[src/teq_pkg.sv]
package teq_pkg;

  // Fixed widths of the stream fields
  localparam int TIME_FIELD_W = 48;
  localparam int SLOT_FIELD_W = 4;
  localparam int IN_TDATA_W   = 144;
  localparam int OUT_TDATA_W  = 56;

  // Most expiries reported by one tick
  localparam int MAX_RESULTS = 16;

  // Defaults for the top-level parameters
  localparam int DEF_TIMER_SLOTS = 16;
  localparam int DEF_TIME_BITS   = 48;

  // Operation codes carried on in_tuser
  localparam logic OP_ADD  = 1'b0;
  localparam logic OP_TICK = 1'b1;

  // Result kinds carried on out_tuser
  localparam logic [1:0] KIND_ADDED   = 2'd0;
  localparam logic [1:0] KIND_FULL    = 2'd1;
  localparam logic [1:0] KIND_EXPIRED = 2'd2;
  localparam logic [1:0] KIND_NONE    = 2'd3;

  typedef struct packed {
    logic [1:0]              kind;
    logic [SLOT_FIELD_W-1:0] slot;
    logic                    next_valid;
    logic                    last;
  } res_t;

endpackage

[src/teq_front.sv]
module teq_front #(
  parameter int TIME_BITS = 48
) (
  input  logic                              clk,
  input  logic                              rst_n,
  input  logic                              in_valid,
  output logic                              in_ready,
  input  logic                              in_op,
  input  logic [teq_pkg::TIME_FIELD_W-1:0]  in_expiry,
  input  logic [teq_pkg::TIME_FIELD_W-1:0]  in_interval,
  input  logic [teq_pkg::TIME_FIELD_W-1:0]  in_current,
  output logic                              cmd_valid,
  input  logic                              cmd_ready,
  output logic                              cmd_op,
  output logic [TIME_BITS-1:0]              cmd_time,
  output logic [TIME_BITS-1:0]              cmd_ival
);
  import teq_pkg::*;

  localparam int WIDE_W = (TIME_BITS > TIME_FIELD_W) ? TIME_BITS : TIME_FIELD_W;
  localparam int ENT_W  = 1 + 2 * TIME_BITS;

  logic [WIDE_W-1:0]    exp_wide, ival_wide, cur_wide;
  logic [TIME_BITS-1:0] sel_time, sel_ival;
  logic [ENT_W-1:0]     fifo_r [2];
  logic                 wr_ptr_r, wr_ptr_nxt, rd_ptr_r, rd_ptr_nxt;
  logic [1:0]           cnt_r, cnt_nxt;
  logic                 push, pop;

  assign exp_wide  = WIDE_W'(in_expiry);
  assign ival_wide = WIDE_W'(in_interval);
  assign cur_wide  = WIDE_W'(in_current);

  // Classify: a tick carries only its time, an add its expiry and interval
  always_comb begin
    if (in_op == OP_TICK) begin
      sel_time = cur_wide[TIME_BITS-1:0];
      sel_ival = '0;
    end else begin
      sel_time = exp_wide[TIME_BITS-1:0];
      sel_ival = ival_wide[TIME_BITS-1:0];
    end
  end

  assign in_ready  = (cnt_r != 2'd2);
  assign push      = in_valid && in_ready;
  assign cmd_valid = (cnt_r != 2'd0);
  assign pop       = cmd_valid && cmd_ready;
  assign {cmd_op, cmd_time, cmd_ival} = fifo_r[rd_ptr_r];

  always_comb begin
    wr_ptr_nxt = wr_ptr_r ^ push;
    rd_ptr_nxt = rd_ptr_r ^ pop;
    cnt_nxt    = cnt_r + {1'b0, push} - {1'b0, pop};
  end

  always_ff @(posedge clk) begin
    if (!rst_n) begin
      wr_ptr_r <= 1'b0;
      rd_ptr_r <= 1'b0;
      cnt_r    <= 2'd0;
    end else begin
      wr_ptr_r <= wr_ptr_nxt;
      rd_ptr_r <= rd_ptr_nxt;
      cnt_r    <= cnt_nxt;
    end
  end

  always_ff @(posedge clk) begin
    if (push) begin
      fifo_r[wr_ptr_r] <= {in_op, sel_time, sel_ival};
    end
  end

endmodule

[config.mk]
export PLATFORM = sky130hd
export DESIGN_NAME = teq_front
export DESIGN_NICKNAME = d
export VERILOG_FILES = /design/src/teq_pkg.sv /design/src/teq_front.sv
export SDC_FILE = /design/constraint.sdc
export NUM_CORES = 1
export LEC_CHECK = 0
export BUFFER_PORTS_ARGS = -buffer_cell sky130_fd_sc_hd__buf_2
export CORE_UTILIZATION = 56
export DETAILED_ROUTE_END_ITERATION = 12
export PLACE_DENSITY_LB_ADDON = 0.15
export SKIP_CTS_REPAIR_TIMING = 1
export SYNTH_ARGS = -nofsm -noshare
export SYNTH_HDL_FRONTEND = slang
export SYNTH_SLANG_ARGS = --single-unit
[constraint.sdc]
create_clock -name clk -period 5.4 [get_ports clk]
set_input_delay 1.08 -clock clk [delete_from_list [all_inputs] [get_ports clk]]
set_output_delay 1.08 -clock clk [all_outputs]
set_load 0.02 [all_outputs]
* After elaboration in Yosys (flattened, before gate mapping) *
Memories as Yosys holds them, arrays and structs flattened. A register that Yosys moved wholly into a read port is not among the register bits.
Cells that the tools add are included.

storage, ports and cells
  RAM bits = 194
  register bits = 4
  bits in latches = 0
  memory bits (read-only) = 0
  input bits = 149
  output and inout bits = 99
  memories = 1
  logic and storage cells = 17

memories
  memory  words  bits a word  read ports  clocked after memory_dff  write ports  line             text
  fifo_r  2      97           1           1                         1            teq_front.sv:25  logic [ENT_W-1:0] fifo_r [2];

operators by class
  magnitude comparators = 0
  add/subtract/negate cells = 2
  reductions and logical operators = 3
  eq/ne operators = 1
  bitwise logic cells = 2
  shift-type cells = 0
  muxes and demuxes = 5
  multipliers = 0
  divide/modulo/power cells = 0

operators by type and width
  kind                  number
  $mux W48              2
  $mux W1               3
  $add A2 B1 Y2         1
  $logic_and A1 B1 Y1   2
  $ne A2 B2 Y1 const B  1
  $reduce_bool A2 Y1    1
  $sub A2 B1 Y2         1
  $xor A1 B1 Y1         2

* Depth between registers and ports, before layout *
Gate-level depths: netlist of the first run.

  word-level depth = 4
  gate-level depth with buffers = 6

* Worst setup path before layout of the first run *
Ideal clock, no wire load.

  path type = input to register
  start point = in in_valid
  end point = mem fifo_r[0][0] (netlist bit) (enable)
  slack = 1.446 ns
  data required time = 4.933 ns
  stages on the path = 2
  buffers on the path = 0
  arrival = 3.486 ns
  cell sequence = and2_1 > ha_1

on the way
  cells in the longest elaborated chain, start to end = 3

RTL lines
  element                        line             text
  start: declaration             teq_front.sv:6   input logic in_valid,
  $logic_and A1 B1 Y1            teq_front.sv:46  assign push = in_valid && in_ready;
  $mux W1                        teq_front.sv:70  if (push) begin
  $mux W1 (implied by the code)  teq_front.sv:71  fifo_r[wr_ptr_r] <= {in_op, sel_time, sel_ival};
  end: declaration               teq_front.sv:25

No other way between the ends.

==> impl_metrics.json, run 1 <==
{
  "synthXorXnorAreaFrac_pct": 0.1058,
  "rows": 44,
  "layoutNonFillerInstCount": 886,
  "path_cells": "buf_4 > mux2_2 > buf_2",
  "grt_first_pass_wirelength_um": 22680,
  "power.total_mw": 4.375,
  "cts_buffers": 17,
  "die_h_um": 123.6,
  "synth_compound_area_share_pct": 0.4385,
  "finalSetupViolCount": 0,
  "leakagePower_nw": 3.998,
  "synth_fa_ha_area_share_pct": 0.3024,
  "avgSynthCellArea_um2": 18.89,
  "synthCells": 438,
  "antenna_found_initial": 2,
  "syn_nets": 589,
  "initial_core_util_pct": 57.16,
  "grt.overflow.total": 0,
  "report.final.slew_viol_count": 0,
  "synth.area.top_cells": "edfxtp_1 70%, mux2_2 16%, mux2_4 5.4%, nor2b_1 3.8%, dfxtp_1 1.2%",
  "clk_path_buf_depth": 2,
  "syn_to_final_growth_pct": 23.95,
  "fp.dieW_um": 123.6,
  "start_kind": "flop",
  "drive_gt1_share_pct": 62.00,
  "ir_drop_v": 0.0003136,
  "max_clock_freq_mhz": 282.1,
  "finalHoldViolCount": 0,
  "wl_per_cell_um": 17.64,
  "drc": 0,
  "status": "finished clean",
  "finalCritPeriodShare_pct": 65.65,
  "tns_ns": 0,
  "synth_top_family_by_area": "multiplexers",
  "path_class": "reg2out",
  "cp_data_arrival_time_ns": 2.47,
  "slew_headroom_pct": 30.41,
  "crit_fanout": 64,
  "synth_edf_count": 194,
  "netlist_area_um2": 8275,
  "synth_ff_type": "edfxtp_1",
  "die_area_um2": 15270,
  "cts.clk_slew.worst_paths_ns": 0.07,
  "end_kind": "output port",
  "yosysSeqAreaShare_pct": 71.61,
  "whs_ns": 0.5983,
  "finalClockSkew_ns": 0.009461,
  "final.min_clock_period_ns": 3.545,
  "hp-class": "reg2reg",
  "num_io_pins": 248,
  "tightest_slew_ns": 1.044,
  "dr.pass1.iters": 4,
  "vias": 4605,
  "tritoncts": "built",
  "cts_sinks": 199,
  "maxCapViolCount": 0,
  "grt_pass1_vias": 4473,
  "ys_types": 22,
  "yosysWarnings": 0,
  "place_area_um2": 9662,
  "grt_max_degree": 74,
  "final_area_um2": 10260,
  "crit_slowest_cell": "dfxtp_4",
  "synth.ff_latch_count": 199,
  "rsz0062_at_grt": "no",
  "grt_use_total_pct": 20.69,
  "dp_hpwl_um": 10230,
  "async_flop_share_pct": 0,
  "crit_required_ns": 4.32,
  "gp_congestion": 0.7248,
  "max_stage_delay_ns": 1.01,
  "yosysTopAreaCell": "edfxtp_1",
  "ctsHtreeMaxLevel": 4,
  "dpl.cell_count": 852,
  "powerDensity_nw_per_um2": 426.5,
  "synth_top_area_share_pct": 70.40,
  "finalWirelength_um": 15630,
  "muxShareOfSynthArea_pct": 21.21,
  "core_area_um2": 14480,
  "ant_nets": 0,
  "worstSkewPairLatency_ns": 0.43,
  "drtIter0Drc": 272,
  "routed_via_density": 5.198,
  "yosys.area_share.simple_pct": 4.581,
  "cts-root-buf": "clkbuf_16",
  "nNetsFinal": 838,
  "port_buffers": 247
}
[synth_stat cells (2+ instances only)]
cell type	count
nand2b_1	2
and2_1	4
mux2_4	30
buf_6	5
edfxtp_1	194
nor2_1	2
o21ai_0	2
dfxtp_1	5
nor2b_1	50
mux2_2	115
buf_2	17
ha_1	2
[cell families (layout without fill, tap and decap cells)]
logic type      count (synthesis)  count (layout)
flops                         199             199
mux                           146             146
simple gates                   62              62
buf+inv                        23             285
compound gates                  5               5
fa+ha+maj                       2               2
xor+xnor                        1               1
other cells                     0               2
[routing by layer]
metal  vias to the layer above  share of wire (%)  track usage, %
met5                         -                  0               0
met4                         0                1.0           8.434
met3                        10                5.9           6.089
met2                       166                 54           35.54
met1                      2255                 39           24.31
li1                       2174                  -               -
[layout make-up]
cell class / instances / area (um^2)
sequential: 199 / 5929
fill: 973 / 4222
multi-input combinational: 216 / 2222
timing repair buffer: 252 / 1276
clock buffer: 17 / 425.4
tap: 184 / 230.2
clock inverter: 15 / 165.2
antenna: 2 / 5.005
inverter: 1 / 3.754
[power by group]
| part | internal (mW) | switching (mW) |
|---|---|---|
| registers | 1.93 | 0.114 |
| logic | 0.488 | 0.591 |
| clock network | 0.692 | 0.560 |
| total | 3.11 | 1.26 |
[stage by stage]
stage / utilization [%] / setup slack, ns
after floorplan: - / 1.446
after global placement: 66.73 / 2.311
after detailed placement: 66.73 / 2.252
after CTS: 70.81 / 1.785
after global routing: 70.84 / 1.688
final: 70.84 / 1.855
[sequential cells by signal, indices dropped and copies added, names as in the netlist, named ones only]
signal and flops:
fifo_r 194, wr_ptr_r 1, cnt_r 2, rd_ptr_r 1
[worst paths after layout]
kind | from | slack, ns | endpoint | cells after the start
max | flop | 1.85 | cmd_ival[16] | 3
min | wr_ptr_r | 0.60 | wr_ptr_r | 3
max reg2reg | cnt_r[0] | 2.88 | fifo_r[0][73] | 4
min reg2reg | wr_ptr_r | 0.60 | wr_ptr_r | 3
[critical path: cells and delay by family (launching register included)]
family	cells	cell delay [ns]
buffers and inverters	2	0.62
flip-flops	1	1.01
multiplexers	1	0.39
[cell usage in the layout, fill, tap and decap left out, drive strengths merged]
cell type / Yosys / routed
buf: 22 / 252
edfxtp: 194 / 194
mux2: 145 / 145
nor2b: 50 / 50
clkbuf: 0 / 17
inv: 1 / 7
dfxtp: 5 / 5
and2: 4 / 4
clkinvlp: 0 / 4
clkinv: 0 / 3
diode: 0 / 2
nand2b: 2 / 2
o21ai: 2 / 2
nor2: 2 / 2
bufinv: 0 / 2
ha: 2 / 2
or2: 1 / 1
a211oi: 1 / 1
nand3: 1 / 1
xnor2: 1 / 1
and3: 1 / 1
nand2: 1 / 1
a21bo: 1 / 1
a32oi: 1 / 1
mux2i: 1 / 1
Power figures use the tool's default switching activity.
==> run 2, diff against run 1 <==
- CORE_UTILIZATION: 56 -> 47
- clock period: 5.4 -> 3.1 ns (I/O delays scaled with it)
==> run 2 against run 1 <==
Against the previous run:
- clock skew shrank 0.00091 ns
- cell area grew 1.0%
- die area grew 19%
- largest power group unchanged
- critical path type unchanged
- flip-flop and latch count is the same
- clock-buffer cell count is the same
- sequential share of layout area shrank 0.57 points
- register-to-register slack lost 1.8 ns
==> impl_metrics.json, run 2 (synthesis results as in run 1) <==
{
  "cp_data_arrival_time_ns": 1.93,
  "antenna_cells": 0,
  "maxCapViolCount": 0,
  "dpl.cell_count": 897,
  "nNetsFinal": 842,
  "grt_max_degree": 98,
  "crit_fanout": 97,
  "ant_nets": 0,
  "finalHoldViolCount": 0,
  "hp-class": "in2reg",
  "rows": 48,
  "cts_buffers": 17,
  "tritoncts": "built",
  "path_class": "reg2out",
  "initial_core_util_pct": 48.01,
  "layoutNonFillerInstCount": 929,
  "fp.dieW_um": 134.7,
  "final.min_clock_period_ns": 2.547,
  "grt.overflow.total": 0,
  "ff2ff_path_depth": 3,
  "grt_pass1_vias": 4624,
  "cts-root-buf": "clkbuf_16",
  "leakagePower_nw": 4.023,
  "vias": 4538,
  "antenna_found_initial": 0,
  "tightest_slew_ns": 0.8067,
  "dr.pass1.iters": 4,
  "whs_path_depth": 2,
  "final_cell_mix": "246 x buf_2, 194 x edfxtp_1, 115 x mux2_2",
  "grt_use_total_pct": 17.59,
  "wl_per_cell_um": 16.73,
  "start_kind": "flop",
  "cts.clk_slew.worst_paths_ns": 0.07,
  "finalSetupViolCount": 0,
  "finalCritPeriodShare_pct": 82.18,
  "ctsHtreeMaxLevel": 4,
  "whs_ns": 0.4788,
  "routed_via_density": 4.885,
  "drive_gt1_share_pct": 62.07,
  "powerDensity_nw_per_um2": 734.9,
  "report.final.slew_viol_count": 0,
  "max_stage_delay_ns": 0.43,
  "drc": 0,
  "crit_required_ns": 2.48,
  "num_io_pins": 248,
  "grt_first_pass_wirelength_um": 23760,
  "worstSkewPairLatency_ns": 0.42,
  "rsz0062_at_grt": "no",
  "port_buffers": 247,
  "finalClockSkew_ns": 0.008555,
  "largest_register": "fifo_r",
  "clk_path_buf_depth": 2,
  "ir_drop_v": 0.0005595,
  "slew_headroom_pct": 46.22,
  "dp_slack_ns": 0.9587,
  "largest_reg_flops": 194,
  "path_depth": 3,
  "power.total_mw": 7.613,
  "final_common_cell": "buf_2",
  "max_clock_freq_mhz": 392.5,
  "tns_ns": 0,
  "die_area_um2": 18140,
  "drtIter0Drc": 254,
  "critPathTopFamily": "buffers and inverters",
  "reg.largest.list": "fifo_r: 194 flops, cnt_r: 2 flops",
  "crit_buf_inv": 2,
  "finalWirelength_um": 15540,
  "gp_congestion": 0.7272,
  "setup_slack_ns": 0.5525,
  "path_cells": "buf_12 > mux2_2 > buf_2",
  "end_kind": "output port",
  "dp_hpwl_um": 10480,
  "status": "finished clean",
  "cts_sinks": 199,
  "core_area_um2": 17240,
  "die_h_um": 134.7,
  "syn_to_final_growth_pct": 25.19,
  "crit_slowest_cell": "mux2_2"
}
## run 2: changes by cell type in the layout (fill, tap and decap cells not counted), moves of 2 or more
cell      previous run  this run
inv_6                6         2
buf_12               0         3
clkinv_2             1         3
diode_2              2         0
## run 2: final timing paths
kind / endpoint / start / slack [ns]
setup / recovery: cmd_time[3] / flop / 0.55
hold / removal: rd_ptr_r / rst_n / 0.48
setup reg to reg: fifo_r[1][44] / cnt_r[0] / 1.12
hold reg to reg: flop / rd_ptr_r / 0.59
## run 2: report_power, final
group | leakage, nW | internal [mW] | switching, mW | total [mW]
Combinational | 1.87 | 0.873 | 1.16 | 2.04
Sequential | 1.88 | 3.36 | 0.0830 | 3.44
Clock | 0.271 | 1.19 | 0.947 | 2.14
## run 2: layout make-up
| type | count | area, um^2 |
|---|---|---|
| Fill cell | 1369 | 6877 |
| Sequential cell | 199 | 5929 |
| Multi-Input combinational cell | 216 | 2222 |
| Timing Repair Buffer | 256 | 1344 |
| Clock buffer | 17 | 425.4 |
| Tap cell | 225 | 281.5 |
| Clock inverter | 15 | 153.9 |
| Inverter | 1 | 3.754 |
## run 2: routing by layer
layer,track usage [%],up-vias,share of wire (%)
met5,0,-,0
met4,6.367,0,1.2
met3,5.105,16,6.2
met2,28.78,156,50
met1,22.30,2192,42
li1,-,2174,-
## run 2: stage by stage
stage	cell area, um^2	utilization, %
global route	10360	60.10
CTS	10360	60.10
global placement	9781	56.74
floorplan	8279	-
finish	10360	60.10
detailed placement	9781	56.74
