<file path="config.mk">
export PLATFORM = sky130hd
export DESIGN_NAME = teq_back
export DESIGN_NICKNAME = d
export VERILOG_FILES = /design/src/teq_pkg.sv /design/src/teq_ram.sv /design/src/teq_back.sv
export SDC_FILE = /design/constraint.sdc
export NUM_CORES = 2
export LEC_CHECK = 0
export BUFFER_PORTS_ARGS = -buffer_cell sky130_fd_sc_hd__clkbuf_2
export CORE_MARGIN = 2
export CORE_UTILIZATION = 49
export CTS_CLUSTER_DIAMETER = 150
export CTS_CLUSTER_SIZE = 20
export DETAILED_ROUTE_END_ITERATION = 8
export PLACE_DENSITY = 0.73
export SLEW_MARGIN = 25
export SYNTH_ARGS = -nofsm -noshare
export SYNTH_HDL_FRONTEND = slang
export SYNTH_SLANG_ARGS = --single-unit
export TNS_END_PERCENT = 50
</file>
<file path="constraint.sdc">
create_clock -name clk -period 7.7 [get_ports clk]
set_input_delay 0.385 -clock clk [delete_from_list [all_inputs] [get_ports clk]]
set_output_delay 0.385 -clock clk [all_outputs]
set_load 0.01 [all_outputs]
</file>
<file path="src/teq_pkg.sv">
package teq_pkg;

  // Fixed widths of the stream fields
  localparam int TIME_FIELD_W = 48;
  localparam int SLOT_FIELD_W = 4;
  localparam int IN_TDATA_W   = 144;
  localparam int OUT_TDATA_W  = 56;

  // Most expiries reported by one tick
  localparam int MAX_RESULTS = 16;

  // Defaults for the top-level parameters
  localparam int DEF_TIMER_SLOTS = 16;
  localparam int DEF_TIME_BITS   = 48;

  // Operation codes carried on in_tuser
  localparam logic OP_ADD  = 1'b0;
  localparam logic OP_TICK = 1'b1;

  // Result kinds carried on out_tuser
  localparam logic [1:0] KIND_ADDED   = 2'd0;
  localparam logic [1:0] KIND_FULL    = 2'd1;
  localparam logic [1:0] KIND_EXPIRED = 2'd2;
  localparam logic [1:0] KIND_NONE    = 2'd3;

  typedef struct packed {
    logic [1:0]              kind;
    logic [SLOT_FIELD_W-1:0] slot;
    logic                    next_valid;
    logic                    last;
  } res_t;

endpackage

</file>
<file path="src/teq_ram.sv">
module teq_ram #(
  parameter int WIDTH = 8,
  parameter int DEPTH = 16,
  localparam int AW = (DEPTH > 1) ? $clog2(DEPTH) : 1
) (
  input  logic             clk,
  input  logic             wr_en,
  input  logic [AW-1:0]    wr_addr,
  input  logic [WIDTH-1:0] wr_data,
  input  logic [AW-1:0]    rd_addr,
  output logic [WIDTH-1:0] rd_data
);

  logic [WIDTH-1:0] mem [DEPTH];
  logic [WIDTH-1:0] rd_data_r;

  always_ff @(posedge clk) begin
    if (wr_en) begin
      mem[wr_addr] <= wr_data;
    end
    rd_data_r <= mem[rd_addr];
  end

  assign rd_data = rd_data_r;

endmodule

</file>
<file path="src/teq_back.sv">
module teq_back #(
  parameter int TIMER_SLOTS = 16,
  parameter int TIME_BITS   = 48
) (
  input  logic                             clk,
  input  logic                             rst_n,
  input  logic                             cmd_valid,
  output logic                             cmd_ready,
  input  logic                             cmd_op,
  input  logic [TIME_BITS-1:0]             cmd_time,
  input  logic [TIME_BITS-1:0]             cmd_ival,
  output logic                             out_valid,
  input  logic                             out_ready,
  output teq_pkg::res_t                    out_res,
  output logic [teq_pkg::TIME_FIELD_W-1:0] out_next
);
  import teq_pkg::*;

  localparam int SLOT_W = (TIMER_SLOTS > 1) ? $clog2(TIMER_SLOTS) : 1;
  localparam int LIST_N = (TIMER_SLOTS < MAX_RESULTS) ? TIMER_SLOTS : MAX_RESULTS;
  localparam int LIDX_W = (LIST_N > 1) ? $clog2(LIST_N) : 1;
  localparam int LCNT_W = $clog2(LIST_N + 1);
  localparam int SW4    = (SLOT_W > SLOT_FIELD_W) ? SLOT_W : SLOT_FIELD_W;
  localparam int WIDE_W = (TIME_BITS > TIME_FIELD_W) ? TIME_BITS : TIME_FIELD_W;
  localparam logic [TIME_BITS-1:0] TIME_MAX = '1;

  localparam logic [1:0] ST_IDLE   = 2'd0;
  localparam logic [1:0] ST_SCAN   = 2'd1;
  localparam logic [1:0] ST_UPDATE = 2'd2;
  localparam logic [1:0] ST_EMIT   = 2'd3;

  logic [1:0]             st_r, st_nxt;
  logic [TIMER_SLOTS-1:0] busy_r, busy_nxt;
  logic [TIME_BITS-1:0]   min_r, min_nxt;
  logic                   minv_r, minv_nxt;
  logic [TIME_BITS-1:0]   now_r, now_nxt;
  logic [SLOT_W-1:0]      scan_addr_r, scan_addr_nxt;
  logic                   scan_iss_r, scan_iss_nxt;
  logic                   rd_vld_r, rd_vld_nxt;
  logic [SLOT_W-1:0]      rd_slot_r, rd_slot_nxt;
  logic [TIME_BITS-1:0]   lst_exp_r [LIST_N];
  logic [TIME_BITS-1:0]   lst_exp_nxt [LIST_N];
  logic [SLOT_W-1:0]      lst_slot_r [LIST_N];
  logic [SLOT_W-1:0]      lst_slot_nxt [LIST_N];
  logic [LIST_N-1:0]      lst_vld_r, lst_vld_nxt;
  logic [LCNT_W-1:0]      idx_r, idx_nxt;
  logic                   upd_vld_r, upd_vld_nxt;
  logic [SLOT_W-1:0]      upd_slot_r, upd_slot_nxt;
  logic                   out_vld_r, out_vld_nxt;
  res_t                   out_res_r, out_res_nxt;
  logic [TIME_FIELD_W-1:0] out_next_r, out_next_nxt;

  logic [TIME_BITS-1:0]   exp_rdata, ival_rdata;
  logic                   exp_we, ival_we;
  logic [SLOT_W-1:0]      exp_waddr;
  logic [TIME_BITS-1:0]   exp_wdata;
  logic [SLOT_W-1:0]      free_slot;
  logic                   free_ok;
  logic [LIST_N-1:0]      gt;
  logic [TIME_BITS-1:0]   ins_exp [LIST_N];
  logic [SLOT_W-1:0]      ins_slot [LIST_N];
  logic [LIST_N-1:0]      ins_vld;
  logic [TIME_BITS-1:0]   drop_val;
  logic [LIST_N:0]        lst_more;
  logic [LIDX_W-1:0]      lidx;
  logic [LCNT_W-1:0]      idx_inc;
  logic [TIME_BITS:0]     rearm_sum;
  logic [TIME_BITS-1:0]   rearm;
  logic                   out_free;
  logic                   fold_en;
  logic [TIME_BITS-1:0]   fold_val;
  logic                   push;
  logic [1:0]             push_kind;
  logic [SLOT_W-1:0]      push_slot;
  logic                   push_last;
  logic [SW4-1:0]         slot_wide;
  logic [WIDE_W-1:0]      next_wide;

  teq_ram #(.WIDTH(TIME_BITS), .DEPTH(TIMER_SLOTS)) u_exp_ram (
    .clk     (clk),
    .wr_en   (exp_we),
    .wr_addr (exp_waddr),
    .wr_data (exp_wdata),
    .rd_addr (scan_addr_r),
    .rd_data (exp_rdata)
  );

  teq_ram #(.WIDTH(TIME_BITS), .DEPTH(TIMER_SLOTS)) u_ival_ram (
    .clk     (clk),
    .wr_en   (ival_we),
    .wr_addr (free_slot),
    .wr_data (cmd_ival),
    .rd_addr (lst_slot_r[lidx]),
    .rd_data (ival_rdata)
  );

  assign lst_more = {1'b0, lst_vld_r};
  assign lidx     = idx_r[LIDX_W-1:0];
  assign idx_inc  = idx_r + 1'b1;
  assign out_free = !out_vld_r || out_ready;

  // Lowest free slot
  always_comb begin
    free_slot = '0;
    free_ok   = 1'b0;
    for (int i = TIMER_SLOTS - 1; i >= 0; i--) begin
      if (!busy_r[i]) begin
        free_slot = SLOT_W'(i);
        free_ok   = 1'b1;
      end
    end
  end

  // Sorted insertion: equal expiries stay ahead since slots arrive in order
  always_comb begin
    for (int j = 0; j < LIST_N; j++) begin
      gt[j] = !lst_vld_r[j] || (lst_exp_r[j] > exp_rdata);
    end
  end

  always_comb begin
    for (int j = 0; j < LIST_N; j++) begin
      ins_exp[j]  = lst_exp_r[j];
      ins_slot[j] = lst_slot_r[j];
      ins_vld[j]  = lst_vld_r[j];
      if (gt[j]) begin
        ins_exp[j]  = exp_rdata;
        ins_slot[j] = rd_slot_r;
        ins_vld[j]  = 1'b1;
        if (j > 0) begin
          if (gt[j-1]) begin
            ins_exp[j]  = lst_exp_r[j-1];
            ins_slot[j] = lst_slot_r[j-1];
            ins_vld[j]  = lst_vld_r[j-1];
          end
        end
      end
    end
    drop_val = gt[LIST_N-1] ? lst_exp_r[LIST_N-1] : exp_rdata;
  end

  // Re-arm time, saturated at the top of the time range
  always_comb begin
    rearm_sum = {1'b0, now_r} + {1'b0, ival_rdata};
    rearm     = rearm_sum[TIME_BITS] ? TIME_MAX : rearm_sum[TIME_BITS-1:0];
  end

  always_comb begin
    st_nxt        = st_r;
    busy_nxt      = busy_r;
    min_nxt       = min_r;
    minv_nxt      = minv_r;
    now_nxt       = now_r;
    scan_addr_nxt = scan_addr_r;
    scan_iss_nxt  = scan_iss_r;
    rd_vld_nxt    = 1'b0;
    rd_slot_nxt   = rd_slot_r;
    lst_exp_nxt   = lst_exp_r;
    lst_slot_nxt  = lst_slot_r;
    lst_vld_nxt   = lst_vld_r;
    idx_nxt       = idx_r;
    upd_vld_nxt   = 1'b0;
    upd_slot_nxt  = upd_slot_r;
    exp_we        = 1'b0;
    exp_waddr     = free_slot;
    exp_wdata     = cmd_time;
    ival_we       = 1'b0;
    fold_en       = 1'b0;
    fold_val      = cmd_time;
    push          = 1'b0;
    push_kind     = KIND_NONE;
    push_slot     = '0;
    push_last     = 1'b1;
    cmd_ready     = 1'b0;

    unique case (st_r)
      ST_IDLE: begin
        cmd_ready = (cmd_op == OP_TICK) || out_free;
        if (cmd_valid && cmd_ready) begin
          if (cmd_op == OP_ADD) begin
            push = 1'b1;
            if (free_ok) begin
              busy_nxt[free_slot] = 1'b1;
              exp_we    = 1'b1;
              ival_we   = 1'b1;
              fold_en   = 1'b1;
              push_kind = KIND_ADDED;
              push_slot = free_slot;
            end else begin
              push_kind = KIND_FULL;
            end
          end else begin
            now_nxt       = cmd_time;
            min_nxt       = '0;
            minv_nxt      = 1'b0;
            lst_vld_nxt   = '0;
            scan_addr_nxt = '0;
            scan_iss_nxt  = 1'b1;
            st_nxt        = ST_SCAN;
          end
        end
      end
      ST_SCAN: begin
        if (scan_iss_r) begin
          rd_vld_nxt  = 1'b1;
          rd_slot_nxt = scan_addr_r;
          if (scan_addr_r == SLOT_W'(TIMER_SLOTS - 1)) begin
            scan_iss_nxt = 1'b0;
          end else begin
            scan_addr_nxt = scan_addr_r + 1'b1;
          end
        end
        if (rd_vld_r && busy_r[rd_slot_r]) begin
          if (exp_rdata <= now_r) begin
            lst_exp_nxt  = ins_exp;
            lst_slot_nxt = ins_slot;
            lst_vld_nxt  = ins_vld;
            // A full list drops the largest of its entries and the new one; it stays pending
            if (lst_vld_r[LIST_N-1]) begin
              fold_en  = 1'b1;
              fold_val = drop_val;
            end
          end else begin
            fold_en  = 1'b1;
            fold_val = exp_rdata;
          end
        end
        if (!scan_iss_r && !rd_vld_r) begin
          st_nxt  = ST_UPDATE;
          idx_nxt = '0;
        end
      end
      ST_UPDATE: begin
        if (lst_more[idx_r]) begin
          upd_vld_nxt  = 1'b1;
          upd_slot_nxt = lst_slot_r[lidx];
          idx_nxt      = idx_inc;
        end
        if (upd_vld_r) begin
          if (ival_rdata != '0) begin
            exp_we    = 1'b1;
            exp_waddr = upd_slot_r;
            exp_wdata = rearm;
            fold_en   = 1'b1;
            fold_val  = rearm;
          end else begin
            busy_nxt[upd_slot_r] = 1'b0;
          end
        end
        if (!lst_more[idx_r] && !upd_vld_r) begin
          st_nxt  = ST_EMIT;
          idx_nxt = '0;
        end
      end
      ST_EMIT: begin
        if (out_free) begin
          push = 1'b1;
          if (!lst_more[0]) begin
            push_kind = KIND_NONE;
            st_nxt    = ST_IDLE;
          end else begin
            push_kind = KIND_EXPIRED;
            push_slot = lst_slot_r[lidx];
            push_last = !lst_more[idx_inc];
            if (push_last) begin
              st_nxt = ST_IDLE;
            end else begin
              idx_nxt = idx_inc;
            end
          end
        end
      end
    endcase

    if (fold_en && (!minv_nxt || (fold_val < min_nxt))) begin
      min_nxt  = fold_val;
      minv_nxt = 1'b1;
    end

    slot_wide    = SW4'(push_slot);
    next_wide    = WIDE_W'(min_nxt);
    out_vld_nxt  = out_vld_r && !out_ready;
    out_res_nxt  = out_res_r;
    out_next_nxt = out_next_r;
    if (push) begin
      out_vld_nxt            = 1'b1;
      out_res_nxt.kind       = push_kind;
      out_res_nxt.slot       = slot_wide[SLOT_FIELD_W-1:0];
      out_res_nxt.next_valid = minv_nxt;
      out_res_nxt.last       = push_last;
      out_next_nxt           = next_wide[TIME_FIELD_W-1:0];
    end
  end

  always_ff @(posedge clk) begin
    if (!rst_n) begin
      st_r       <= ST_IDLE;
      busy_r     <= '0;
      min_r      <= '0;
      minv_r     <= 1'b0;
      scan_iss_r <= 1'b0;
      rd_vld_r   <= 1'b0;
      lst_vld_r  <= '0;
      idx_r      <= '0;
      upd_vld_r  <= 1'b0;
      out_vld_r  <= 1'b0;
    end else begin
      st_r       <= st_nxt;
      busy_r     <= busy_nxt;
      min_r      <= min_nxt;
      minv_r     <= minv_nxt;
      scan_iss_r <= scan_iss_nxt;
      rd_vld_r   <= rd_vld_nxt;
      lst_vld_r  <= lst_vld_nxt;
      idx_r      <= idx_nxt;
      upd_vld_r  <= upd_vld_nxt;
      out_vld_r  <= out_vld_nxt;
    end
  end

  always_ff @(posedge clk) begin
    now_r       <= now_nxt;
    scan_addr_r <= scan_addr_nxt;
    rd_slot_r   <= rd_slot_nxt;
    lst_exp_r   <= lst_exp_nxt;
    lst_slot_r  <= lst_slot_nxt;
    upd_slot_r  <= upd_slot_nxt;
    out_res_r   <= out_res_nxt;
    out_next_r  <= out_next_nxt;
  end

  assign out_valid = out_vld_r;
  assign out_res   = out_res_r;
  assign out_next  = out_next_r;

`ifndef SYNTH
  a_list_packed: assert property (@(posedge clk) disable iff (!rst_n)
    (lst_vld_r & (lst_vld_r + 1'b1)) == '0)
    else $error("expiry list has a hole");

  a_min_clear: assert property (@(posedge clk) disable iff (!rst_n)
    !minv_r |-> (min_r == '0))
    else $error("earliest expiry not cleared while nothing pending");

  a_min_busy: assert property (@(posedge clk) disable iff (!rst_n)
    (st_r == ST_IDLE) |-> (minv_r == (|busy_r)))
    else $error("earliest expiry valid disagrees with busy slots");

  a_add_result: assert property (@(posedge clk) disable iff (!rst_n)
    (st_r == ST_IDLE && cmd_valid && cmd_ready && cmd_op == OP_ADD) |=> out_vld_r)
    else $error("add produced no result");
`endif

endmodule

</file>
# Yosys cells after proc, flatten, opt, wreduce, memory -nomap -nowiden
# Memories as Yosys holds them, arrays and structs flattened. A register that Yosys moved wholly into a read port is not among the register bits.
# Index checks and enable logic that the tools add are counted.
[classes]
n_eq_ne = 37
addsub = 3
order_cmp = 26
mux = 197
reduce_logical = 99
n_bitwise = 4
[op_table]
columns = ["op", "n"]
rows = [
  ["48-bit two-way mux", 27],
  ["48-bit > comparator", 16],
  ["4-bit two-way mux", 45],
  ["16-bit two-way mux", 9],
  ["6-bit AND reduction", 19],
  ["48-bit one-hot mux with 2 select lines", 1],
  ["1-bit two-way mux", 83],
  ["16-bit one-hot mux with 2 select lines", 2],
  ["4-bit AND reduction", 16],
  ["2-bit inequality test (second input constant)", 31],
  ["48-bit by 48-bit adder with 49-bit output", 1],
  ["48-bit <= comparator", 1],
  ["48-bit less-than comparator", 1],
  ["48-bit nonzero test", 1],
  ["5-bit two-way mux", 6],
  ["1-bit zero test", 24],
  ["1-bit logical OR", 19],
  ["2-bit two-way mux", 9],
  ["16-bit bitwise AND", 1],
  ["4-bit binary-select mux with 4-bit select", 1],
  ["16-bit inverter", 1],
  ["16-bit OR", 1],
  ["4-bit one-hot mux with 2 select lines", 2],
  ["4-bit by 5-bit less-than comparator with 1-bit output (second input constant)", 3],
  ["other kinds (25)", 46],
]
[word_totals]
wordCells = 434
memories = 2
in_bits = 101
ram_bits = 1536
ff_bits = 1040
[mem_list]
columns = ["memory", "words", "width", "rd", "rd_ports_with_merged_regs", "write_ports", "line", "rtl"]
rows = [
  ["u_exp_ram.mem", 16, 48, 1, 1, 1, "teq_ram.sv:14", "logic [WIDTH-1:0] mem [DEPTH];"],
  ["u_ival_ram.mem", 16, 48, 1, 1, 1, "teq_ram.sv:14", ""],
]

# Longest topological paths before layout
[depth]
word_depth = 25
ltp_mapped = 29
ltp_nobuf = 24

# Cells and area by module
# From an unflattened synthesis, not the netlist that was laid out.
[unflattened]
cells_unflattened = 8310
area_unflattened_um2 = 128333.1
[by_module_without_submodules]
columns = ["module", "cells_per_inst", "seq_area_each_um2", "area_each_um2", "instances"]
rows = [
  ["teq_back", 5826, 30309.1, 68947.4, 1],
  ["teq_ram (u_exp_ram)", 1242, 24023.0, 29694.7, 1],
  ["teq_ram (u_ival_ram)", 1242, 24023.0, 29691.0, 1],
]

# Least setup slack after synthesis
# OpenSTA, ideal clock, no wires.
[synth_timing]
path_kind = "reg2reg"
startpoint = "register u_exp_ram.rd_data_r[0], in the netlist u_exp_ram.rd_data[0], read port of u_exp_ram.mem"
endpoint = "register lst_exp_r[0] (netlist name), enable pin"
slack_ns = 1.108
path_stages_with_launch = 13
setup_ns = 0.526
path_buffers = 3
t_arrival_ns = 6.067
t_required_ns = 7.174
period_less_slack_ns = 6.592
cell_sequence = "dfxtp_1 inv_1 clkbuf_1 ha_1 nand2b_1 a21oi_1 o31ai_1 a32oi_1 o31ai_1 clkbuf_1 o31ai_1 clkbuf_1 nor3_1"
[synth_between]
elab_chain_cells = 3
elab_cells_between_ends = 4
[synth_lines]
columns = ["element", "line", "rtl"]
rows = [
  ["start: declaration", "teq_ram.sv:15", "logic [WIDTH-1:0] rd_data_r;"],
  ["48-bit > comparator", "teq_back.sv:117", "gt[j] = !lst_vld_r[j] || (lst_exp_r[j] > exp_rdata);"],
  ["1-bit logical OR", "teq_back.sv:117", ""],
  ["4-bit AND reduction (no line) *", "n/a", ""],
  ["end signal: assignment", "teq_back.sv:325", "lst_exp_r <= lst_exp_nxt;"],
  ["end: declaration", "teq_back.sv:41", "logic [TIME_BITS-1:0] lst_exp_r [LIST_N];"],
]
# Mark *: on every way between the ends. The rest lies on a longest branch, timed or not.
# A chain may end at the register's enable or synchronous reset.

# Worst setup path after layout
[layout_timing]
startpoint = "register now_r[0]"
endpoint = "register min_r[23]"
[layout_between]
elab_chain_cells = 9
elab_cells_between_ends = 15
[layout_lines]
columns = ["element", "line", "rtl"]
rows = [
  ["start: declaration", "teq_back.sv:36", "logic [TIME_BITS-1:0] now_r, now_nxt;"],
  ["start signal: assignment", "teq_back.sv:322", "now_r <= now_nxt;"],
  ["48-bit by 48-bit adder with 49-bit output", "teq_back.sv:144", "rearm_sum = {1'b0, now_r} + {1'b0, ival_rdata};"],
  ["48-bit two-way mux", "teq_back.sv:145", "rearm = rearm_sum[TIME_BITS] ? TIME_MAX : rearm_sum[TIME_BITS-1:0];"],
  ["48-bit two-way mux", "teq_back.sv:240", "if (ival_rdata != '0) begin"],
  ["48-bit two-way mux", "teq_back.sv:239", "if (upd_vld_r) begin"],
  ["48-bit one-hot mux with 2 select lines", "teq_back.sv:176", "unique case (st_r)"],
  ["48-bit less-than comparator", "teq_back.sv:275", "if (fold_en && (!minv_nxt || (fold_val < min_nxt))) begin"],
  ["1-bit logical OR", "teq_back.sv:275", ""],
  ["1-bit logical AND", "teq_back.sv:275", ""],
  ["48-bit two-way mux *", "teq_back.sv:275", ""],
  ["via min_nxt[23]", "teq_back.sv:34", "logic [TIME_BITS-1:0] min_r, min_nxt;"],
  ["end signal: assignment", "teq_back.sv:310", "min_r <= min_nxt;"],
  ["end: declaration", "teq_back.sv:34", ""],
]
# The timed path passes the listed nets; every way through them passes the cells marked *.

==> flow_summary.yaml <==
route:
  drc: 0
  vias_per_cell: 6.54
  drtIter0Drc: 9261
  dr_total_vias: 78500
  routed_wl_um: 377000
  drt_pass1_iterations: 8
  routed_wire_length_per_instance_um: 31.5
  ant_nets: 0
setup_path:
  critical_path.startpoint_type: "flop"
  crit_path_end_kind: "flop"
  critical_path.max_fanout: 30
  critPathKind: "reg -> reg"
  critPathArrivalTime_ns: 8.25
  rr_worst_depth: 23
  critPathRequiredTime_ns: 8.46
grt:
  grt_first_pass_wirelength_um: 545000
  gr-usage-all-layers_pct: 28.1
  grt_pass1_vias: 77800
  antenna_found_initial: 25
  grt_max_degree: 127
  grt_remaining_overflow: 0
sta:
  timing.final.crit_period_ns: 7.49
  finClkSkew_ns: 0.106
  number_of_pins_with_negative_max_slew_slack_in_the_final_report: 0
  finalSetupViolCount: 0
  fin_tns_setup_ns: 0
  grt_setup_unrepaired: "no"
  worst_slew_pin_slew_ns: 1.09
  maxSlewHeadroom_pct: 27.3
  timing.final.crit_share_pct: 97.2
  timing.final.hold_violations: 0
  achievable-frequency_ghz: 0.134
cts:
  cts_num_sinks: 2672
  tritoncts: "built"
  cts_inserted_buffers: 152
  clk_latency_ns: 0.91
  ctsRootBufferMaster: "clkbuf_16"
  post_cts_buffers: 0
  clock_tree.htree_level_count: 4
  clockBufferDepth: 3
  worst_setup_hold_path_clk_slew_ns: 0.09
logic_synthesis:
  synth-edff-count: 2484
  postSynthNetCount: 9199
  synth.largest_area_cell: "edfxtp_1"
  synth.top_cell.area_share_pct: 58.3
  synth_flop_cell: "edfxtp_1"
  postSynth.asyncResetShare_pct: 0
  netlist_instances: 8180
  postSynthRegisterBits: 2672
  yosys.cell_count.top_type: "edfxtp_1"
  netlist_area_pre_place_um2: 128000
  synth_top_cells_by_count: "edfxtp_1, ha_1, mux2_2, mux4_2, a21oi_1"
  ys_top_cells_by_area: "edfxtp_1, mux4_2, ha_1, mux2_2, dfxtp_1"
  synth.avg_cell_area_um2: 15.6
  number_of_library_cell_types_mapped_by_synthesis: 92
  synth.yosys.seq_area_share_pct: 61.2
  yosysWarnings: 0
hold_path:
  path_type_of_the_worst_min_delay_path: "in -> reg"
  hold_path_depth: 3
die:
  die_ar_um2: 265000
  chipHeight_um: 515
  design.core.area_um2: 260000
  pin_count: 159
  initial_core_util_pct: 49.3
  fp-row-count: 187
  die_width_um: 515
layout:
  final_area_um2: 140000
  synthToLayoutAreaGrowth_pct: 9.33
  ratio_of_cells_with_drive_above_1_in_the_final_layout_pct: 22.8
  utilization_pct: 53.9
  design.final.nets: 9492
  fill_cells: 20400
power_and_ir_drop:
  max-vdd-ir-drop_v: 0.000257
  leakagePower_nw: 48.9
  finalPower_mw: 39.2
  power_per_cell_area_nw_per_um2: 280
placed_design:
  gp_congestion: 0.992
  detailed_place.area_um2: 134000
  dp_hpwl_um: 258000
  port_buffers: 158
run_status:
  result_of_the_run: "finished clean"
job:
  timing.max_cap.violations: 0
==> flip-flops by register name, indices dropped and copies added, names as in the netlist, 48 cells and up <==
signal              cells
lst_slot_r             64
now_r                  48
min_r                  48
out_next               48
lst_exp_r             768
u_exp_ram.mem         768
u_exp_ram.rd_data      48
u_ival_ram.rd_data     48
u_ival_ram.mem        768
==> metal layers <==
| layer | GRT usage [%] | vias up | share of wire, % |
|---|---|---|---|
| met4 | 10.5 | 14 | 4.3 |
| met3 | 4.15 | 616 | 8.2 |
| met1 | 39.4 | 40500 | 41 |
| met5 | 0 | - | 0.023 |
| met2 | 44.5 | 3975 | 47 |
| li1 | - | 33300 | - |
==> kinds of logic (layout without fill, tap and decap cells) <==
logic type / after synthesis / count (layout) / share of synthesized area [%]
xor+xnor: 40 / 40 / 0.274
mux: 1261 / 1261 / 15.6
fa+ha+maj: 918 / 918 / 8.98
other cells: 0 / 6 / 0
compound gates: 1491 / 1491 / 7.36
simple gates: 1256 / 1256 / 4.91
buf+inv: 542 / 942 / 1.65
flops: 2672 / 2672 / 61.2
==> power breakdown <==
group | internal [mW] | total (mW) | switching, mW | leakage, nW
clock network | 3.81 | 8.73 | 4.92 | 2.16
logic | 4.77 | 13.4 | 8.60 | 22.8
registers | 16.5 | 17.1 | 0.533 | 23.9
==> final cells by class <==
| cell class | count | area (µm²) | area share (%) |
|---|---|---|---|
| flip-flops and latches | 2672 | 78400 | 56.0 |
| multi-input cells | 4966 | 48100 | 34.4 |
| well taps | 3402 | 4260 | 3.04 |
| clock buffers | 243 | 4150 | 2.96 |
| repair buffers | 510 | 3920 | 2.80 |
| inverters | 171 | 642 | 0.459 |
| clock inverters | 18 | 462 | 0.330 |
| diodes | 6 | 15.0 | 0.0107 |
==> cell usage in the layout, fill, tap and decap left out, drive strengths merged, types with 12 or more instances in the layout <==
master / n
edfxtp: 2484
ha: 917
mux2: 730
mux4: 512
a21oi: 446
clkbuf: 401
o21ai: 363
nand2: 341
a21o: 279
buf: 254
nor2: 246
nand4: 193
dfxtp: 188
inv: 174
nand3: 99
dlygate4sd3: 98
nor2b: 73
and2: 70
nor3: 69
nand2b: 66
a211oi: 48
o21a: 43
o22ai: 37
o211ai: 32
nor4: 32
xnor2: 28
a31oi: 28
a22oi: 22
mux2i: 19
o221ai: 18
a211o: 16
clkinv: 15
a221o: 14
o22a: 14
or3: 13
or2: 13
o31ai: 13
a21boi: 12
xor2: 12
==> metrics by stage <==
stage	setup slack (ns)	hold slack, ns	instances
4_1_cts	0.162	0.0544	12000
6_report	0.215	0.0989	12000
5_1_grt	0.0348	0.0992	12000
3_3_place_gp	0.383	0.480	11600
2_1_floorplan	1.11	0.424	8180
3_5_place_dp	0.218	0.496	11600
==> worst paths after layout <==
check             slack [ns]            startpoint                    to
setup reg to reg        0.21    now_r[0]$_DFFE_PP_  min_r[23]$_SDFF_PN0_
hold reg to reg         0.51  min_r[27]$_SDFF_PN0_  min_r[27]$_SDFF_PN0_
setup / recovery        0.21    now_r[0]$_DFFE_PP_  min_r[23]$_SDFF_PN0_
hold / removal           0.1                cmd_op  out_res[7]$_DFFE_PP_
==> worst max-delay path: stages (launching register included) <==
cell	delay (ns)
edfxtp_1	0.39
ha_1	0.23
fa_1	0.25
a211oi_1	0.09
o21ai_0	0.52
o21ai_1	0.35
a2111oi_2	0.72
o211ai_1	0.24
nand2_1	0.52
nor4_1	0.15
a211oi_2	0.53
o21ai_0	0.14
a22oi_1	0.41
ha_1	0.23
nand4_1	0.20
nor4_1	0.40
buf_4	0.18
nand4_1	0.12
a2111o_1	0.34
a31o_1	0.32
and2_2	0.37
buf_12	0.21
a21o_1	0.22
and2_1	0.16
==> what timing repair did <==
| action | 4_1_cts | 5_1_grt |
|---|---|---|
| hold buffers | 98 | 0 |
| resized for setup | 0 | 3 |
| endpoints found under the hold margin | 819 | 0 |
| endpoints found under the setup margin | 0 | 84 |
Power figures use the tool's default switching activity.
